--- config.mk ---
export PLATFORM = sky130hd
export DESIGN_NAME = lispt_cell
export DESIGN_NICKNAME = d
export VERILOG_FILES = /design/src/hw/rtl/lispt_pkg.sv /design/src/hw/rtl/lispt_cell.sv
export SDC_FILE = /design/constraint.sdc
export NUM_CORES = 1
export LEC_CHECK = 0
export ABC_AREA = 1
export BUFFER_PORTS_ARGS = -buffer_cell sky130_fd_sc_hd__buf_4
export CAP_MARGIN = 10
export CORE_MARGIN = 1.5
export CORE_UTILIZATION = 45
export CTS_BUF_LIST = sky130_fd_sc_hd__clkbuf_16
export DETAILED_ROUTE_END_ITERATION = 12
export PLACE_DENSITY = 0.69
export SLEW_MARGIN = 20
export SYNTH_ARGS = -nofsm -noshare
export SYNTH_HDL_FRONTEND = slang
export SYNTH_SLANG_ARGS = --single-unit
export TNS_END_PERCENT = 100
--- constraint.sdc ---
create_clock -name clock -period 3 [get_ports clock]
set_clock_uncertainty 0.2 [all_clocks]
set_input_delay 0.45 -clock clock [delete_from_list [all_inputs] [get_ports clock]]
set_output_delay 0.45 -clock clock [all_outputs]
set_load 0.05 [all_outputs]
--- src/hw/rtl/lispt_pkg.sv ---
// Shared types and constants for the patience-sorting LIS length block.
`default_nettype none

package lispt_pkg;

   localparam int VALUE_W          = 32;
   localparam int LENGTH_W         = 9;
   localparam int CAPACITY_DEFAULT = 256;

   typedef struct packed {
      logic signed [VALUE_W-1:0] value;
      logic                      first;
   } req_type;

   typedef struct packed {
      logic [LENGTH_W-1:0] length;
      logic                overflow;
   } rsp_type;

   // Status handed from one cell to the next one up the row.
   typedef struct packed {
      logic valid;  // the cell holds a live tail
      logic ge;     // the live tail is greater than or equal to the key
   } link_type;

endpackage

`default_nettype wire

--- src/hw/rtl/lispt_cell.sv ---
// One tail cell: holds one tail and decides locally whether the key lands here.
`default_nettype none

module lispt_cell #(
   parameter int CAPACITY = lispt_pkg::CAPACITY_DEFAULT,
   parameter int INDEX    = 0
) (
   input  wire  logic                                clock,
   input  wire  logic                                accept,
   input  wire  logic                                start,
   input  wire  logic signed [lispt_pkg::VALUE_W-1:0] key,
   input  wire  logic [$clog2(CAPACITY+1)-1:0]       run_length,
   input  wire  lispt_pkg::link_type                 link_prev,
   output lispt_pkg::link_type                       link_next,
   output logic                                      write
);

   localparam int                LEN_W   = $clog2(CAPACITY + 1);
   localparam logic [LEN_W-1:0]  IDX     = LEN_W'(INDEX);
   localparam bit                IS_HEAD = (INDEX == 0);

   logic signed [lispt_pkg::VALUE_W-1:0] tail_ff;
   logic signed [lispt_pkg::VALUE_W-1:0] tail_in;
   logic                                 valid;
   logic                                 ge;
   logic                                 write_sel;

   always_comb begin
      valid = (run_length > IDX);
      ge    = valid && (tail_ff >= key);
      // Tails are strictly increasing, so the first tail at or above the key is the
      // one whose lower neighbor is below it, and the append slot is the first
      // empty cell above a live one when no live tail reaches the key.
      if (start) begin
         write_sel = IS_HEAD;
      end else begin
         write_sel = (ge && !link_prev.ge) || (!valid && link_prev.valid && !link_prev.ge);
      end
      write           = accept && write_sel;
      tail_in         = write ? key : tail_ff;
      link_next.valid = valid;
      link_next.ge    = ge;
   end

   always_ff @(posedge clock) begin
      tail_ff <= tail_in;
   end

endmodule

`default_nettype wire
# Word level (Yosys, flattened, before mapping)
# Index checks and enable logic that the tools add are counted.
[classes]
reduce_logical = 8
magnitude_cmp = 2
muxes = 1
[op_table]
columns = ["op", "n"]
rows = [
  ["$ge A32 B32 Y1", 1],
  ["$gt A9 B1 Y1 const B", 1],
  ["$logic_and A1 B1 Y1", 5],
  ["$logic_not A1 Y1", 2],
  ["$logic_or A1 B1 Y1", 1],
  ["$mux W1", 1],
]
[word_totals]
out_inout_bits = 3
reg_bits = 32
elab_cells = 12

# Longest topological paths before layout
[depth]
ltp_word = 7
ltp_mapped = 19
ltp_nobuf = 19

# Worst setup path after synthesis
# Ideal clock, no wire load.
[synth_timing]
path_kind = "input to output"
startpoint = "in key[31] (netlist bit)"
endpoint = "out write"
stages = 14
setup_slack_ps = -181
t_arrival_ps = 2531
path_cell_list = "inv_1 ha_1 nand2_1 nor2_2 nand2_2 nor4_4 nand2_1 nand2_1 nand2_1 nand3_2 nand3_2 nand3_2 nand2_1 inv_1"
[synth_between]
elab_chain_len = 6
[synth_lines]
columns = ["element", "line", "text"]
rows = [
  ["start: declaration", "lispt_cell.sv:11", "input wire logic signed [lispt_pkg::VALUE_W-1:0] key,"],
  ["$ge A32 B32 Y1", "lispt_cell.sv:30", "ge = valid && (tail_ff >= key);"],
  ["$logic_and A1 B1 Y1", "lispt_cell.sv:30", ""],
  ["$logic_and A1 B1 Y1", "lispt_cell.sv:37", "write_sel = (ge && !link_prev.ge) || (!valid && link_prev.valid && !link_prev.ge);"],
  ["$logic_or A1 B1 Y1", "lispt_cell.sv:37", ""],
  ["$mux W1", "lispt_cell.sv:34", "if (start) begin"],
  ["$logic_and A1 B1 Y1", "lispt_cell.sv:39", "write = accept && write_sel;"],
  ["end: declaration", "lispt_cell.sv:15", "output logic write"],
]
# No other way between the ends.

# Worst setup path in the final report
[layout_timing]
startpoint = "reg tail_ff[31] (netlist bit)"
endpoint = "out write"
[layout_between]
elab_chain_len = 6
[layout_lines]
columns = ["element", "line", "text"]
rows = [
  ["start: declaration", "lispt_cell.sv:22", "logic signed [lispt_pkg::VALUE_W-1:0] tail_ff;"],
  ["start signal: assignment", "lispt_cell.sv:46", "tail_ff <= tail_in;"],
  ["$ge A32 B32 Y1", "lispt_cell.sv:30", ""],
  ["$logic_and A1 B1 Y1", "lispt_cell.sv:30", ""],
  ["$logic_and A1 B1 Y1", "lispt_cell.sv:37", ""],
  ["$logic_or A1 B1 Y1", "lispt_cell.sv:37", ""],
  ["$mux W1", "lispt_cell.sv:34", ""],
  ["$logic_and A1 B1 Y1", "lispt_cell.sv:39", ""],
]
# No other way between the ends.

==> summary.txt <==
run status = complete, no violations
CP max-delay cell = edfxtp_1
vias in the first global route = 1,383
Worst Path Arrival = 2.23 ns
Slew HR = 79.1%
Die ar. = 0.00478 sq mm
HP Start = key[13]
Synth Area in Simple Gates = 15.5%
Gate Count Post-Synth = 190
Power Density = 494 mW/mm^2
Max FO, Critical Path = 4
Final setup viols = 0
DR pass1 iterations = 2
Synth Register Bits = 32
Remaining DRCs = 0
Switch Pwr = 310 uW
final max-slew violation count = 0
Largest stage delay, worst path = 0.41 ns
critical path type = reg -> out
most frequent cells in the layout = 50 x buf_4, 42 x inv_1, 34 x nand2_1
R2R depth = 15
crit path launch = tail_ff[31]
most common cell after layout, fill and taps aside = buf_4
crit-path most repeated cell = nand3_2
setup tns final = 0 ns
post-synthesis compound-gate area fraction = 6.11%
clock period minus worst slack = 2.88 ns
Synth Area in XOR/XNOR = 0%
RSZ-0062 raised after global routing = yes
via/cell ratio = 4.72
initial antenna violation count = 0
final hold violation count = 0
DRC marker count from the first detailed-route iteration = 42
Buffers on Ports = 48
worst reg-to-reg setup slack = 0.36 ns
Cell variety after synth = 25
Lkg Pwr = 1.30 nW
Adder-Cell Fraction of Synth Area = 20.4%
largest area contributor in the netlist = edfxtp_1
internal power = 1.03 mW
root buf cell = clkbuf_16
site row count = 23
multiplexer area fraction after synthesis = 0%
critical path capture point type = primary output
sequential area share after synthesis = 48.9%
Initial Util = 48.1%
first-pass GRT wire length = 5930 microns
ANT cells = 0
Worst Tran Pin Value = 0.311 ns
largest family of logic cells by synthesized area = adder cells
gpl congestion = 0.732
area share of the largest cell type after synthesis = 48.9%
total core area = 0.00409 sq mm
htree depth = 2
max-cap violation count = 0
hold_buf cts = 0
Die W = 69.1 microns
synth top area cells = edfxtp_1 49%, ha_1 20%, inv_1 8.0%
DP HPWL = 2730 microns
top flop regs = tail_ff x32
Die Ht = 69.1 microns
type of the worst min-delay path = in -> reg
routed vias = 1,402
IO Pins = 49
Sequential Power Share = 40.1%
Worst-Skew Late Latency = 0.28 ns
largest net degree at the start of global routing = 19
layout cells sized above 1 = 35.6%
CTS tree = yes
worst-case hold path end point = tail_ff[13]
Synth Cell Area = 0.00197 sq mm
Overflow after GRT = 0
r2r endpoint = tail_ff[29]
reg2reg start = tail_ff[31]
type of origin of the critical path = flop
final WL = 3670 microns
Max Freq = 0.347 GHz
Syn-to-layout area delta = 37.7%
hold path depth = 1
CTS sink cnt = 32
clock tree buffer depth = 2
CP cell instances = ha_4 -> nand2_1 -> nor2_2 -> nand2_2 -> nor4_4 -> nand2_1 -> nand3_1 -> nand3_2 -> nand3_2 -> nand3_2 -> nand2_2 -> clkinvlp_4 -> buf_8
Final period util = 96.1%
Max rail drop VDD = 274 uV
ANT nets after route = 0
synthesized net count = 268
Yosys Warn Count = 0
Overall Power = 1.34 mW
Clk pin slew, worst setup/hold paths = 0.05 ns
Num CTS Buffers = 5
sw frac = 23.2%
max FFs per register = 32
Critical Path RT = 2.35 ns
Syn Area/Cell = 10.4 sq um
Gate power share = 17.9%
GRT Overall Usage = 16.2%
largest reg by FF count = tail_ff
WL/cell = 12.4 microns
Layout Nets = 324
Clk pwr share = 42.0%
==> cells by family after synthesis <==
kind of cell | after synthesis
DFF | 32
buffers and inverters | 46
and+or+nand+nor | 59
adders and majority gates | 32
AOI/OAI and AO/OA | 21
==> critical path, delay by kind of cell (launching register included) <==
family,cells,cell delay [ns]
adders and majority gates,1,0.31
DFF,1,0.41
buffers and inverters,2,0.30
and+or+nand+nor,10,0.94
==> per-layer routing <==
metal  global-route usage [%]  up-vias  part of all wire [%]
met5                        0        -                     0
met4                     9.15        0                   1.9
met3                     3.51        5                   3.7
met2                     27.0       23                    51
met1                     19.4      632                    44
li1                         -      742                     -
==> final cells by class <==
class / instances / area [sq um]
flip-flops and latches: 32 / 961
well taps: 50 / 62.6
inverters: 44 / 169
clock inverters: 3 / 38.8
clock buffers: 5 / 125
repair buffers: 51 / 390
fillers: 343 / 1380
multi-input cells: 112 / 961
==> power by group through the flow <==
| stage | clock, mW | combinational (mW) | sequential [mW] |
|---|---|---|---|
| 6_report | 0.562 | 0.239 | 0.537 |
| 5_1_grt | 0.583 | 0.272 | 0.540 |
| 4_1_cts | 0.571 | 0.216 | 0.534 |
| 3_5_place_dp | 0 | 0.213 | 0.543 |
| 3_3_place_gp | 0 | 0.208 | 0.541 |
| 2_1_floorplan | 0 | 0.131 | 0.541 |
==> per-stage QoR <==
stage                     hold slack [ns]  cell area [sq um]  setup slack (ns)  cells  utilization [%]
after floorplan                     0.349               1970            0.0702    190                -
after global placement              0.437               2390             0.162    288             58.6
final                               0.157               2710             0.117    297             66.3
after CTS                           0.153               2560           0.00436    296             62.6
after detailed placement            0.439               2390             0.139    288             58.6
after global routing                0.156               2710           -0.0652    297             66.3
==> synth_stat cells <==
| master | n |
|---|---|
| buf_4 | 2 |
| ha_1 | 32 |
| o21ai_1 | 1 |
| edfxtp_1 | 32 |
| a21o_1 | 2 |
| nand3_2 | 3 |
| nand2_1 | 35 |
| o21a_2 | 1 |
| inv_2 | 2 |
| o21a_1 | 1 |
| a21oi_1 | 13 |
| o21ai_0 | 2 |
| nor3_1 | 1 |
| a21oi_2 | 1 |
| inv_1 | 42 |
| nand4_1 | 2 |
| nand2_4 | 1 |
| nand2_2 | 1 |
| nand3_1 | 2 |
| nor4_2 | 1 |
| nor4_4 | 1 |
| nand3b_1 | 1 |
| nand3_4 | 1 |
| nor2_2 | 1 |
| nor2_1 | 9 |
==> worst max-delay path by stage <==
| stage | cells after the start | end |
|---|---|---|
| final | 13 | write |
| after detailed placement | 15 | write |
| after global placement | 15 | write |
| after floorplan | 13 | tail_ff[0] |
| after CTS | 13 | write |
| after global routing | 16 | write |
==> repair_timing <==
item | in CTS | in global routing
endpoints found under the hold margin | 0 | 0
resized for setup | 0 | 18
setup buffers | 0 | 1
setup endpoints to repair | 0 | 1
Power figures use the tool's default switching activity.
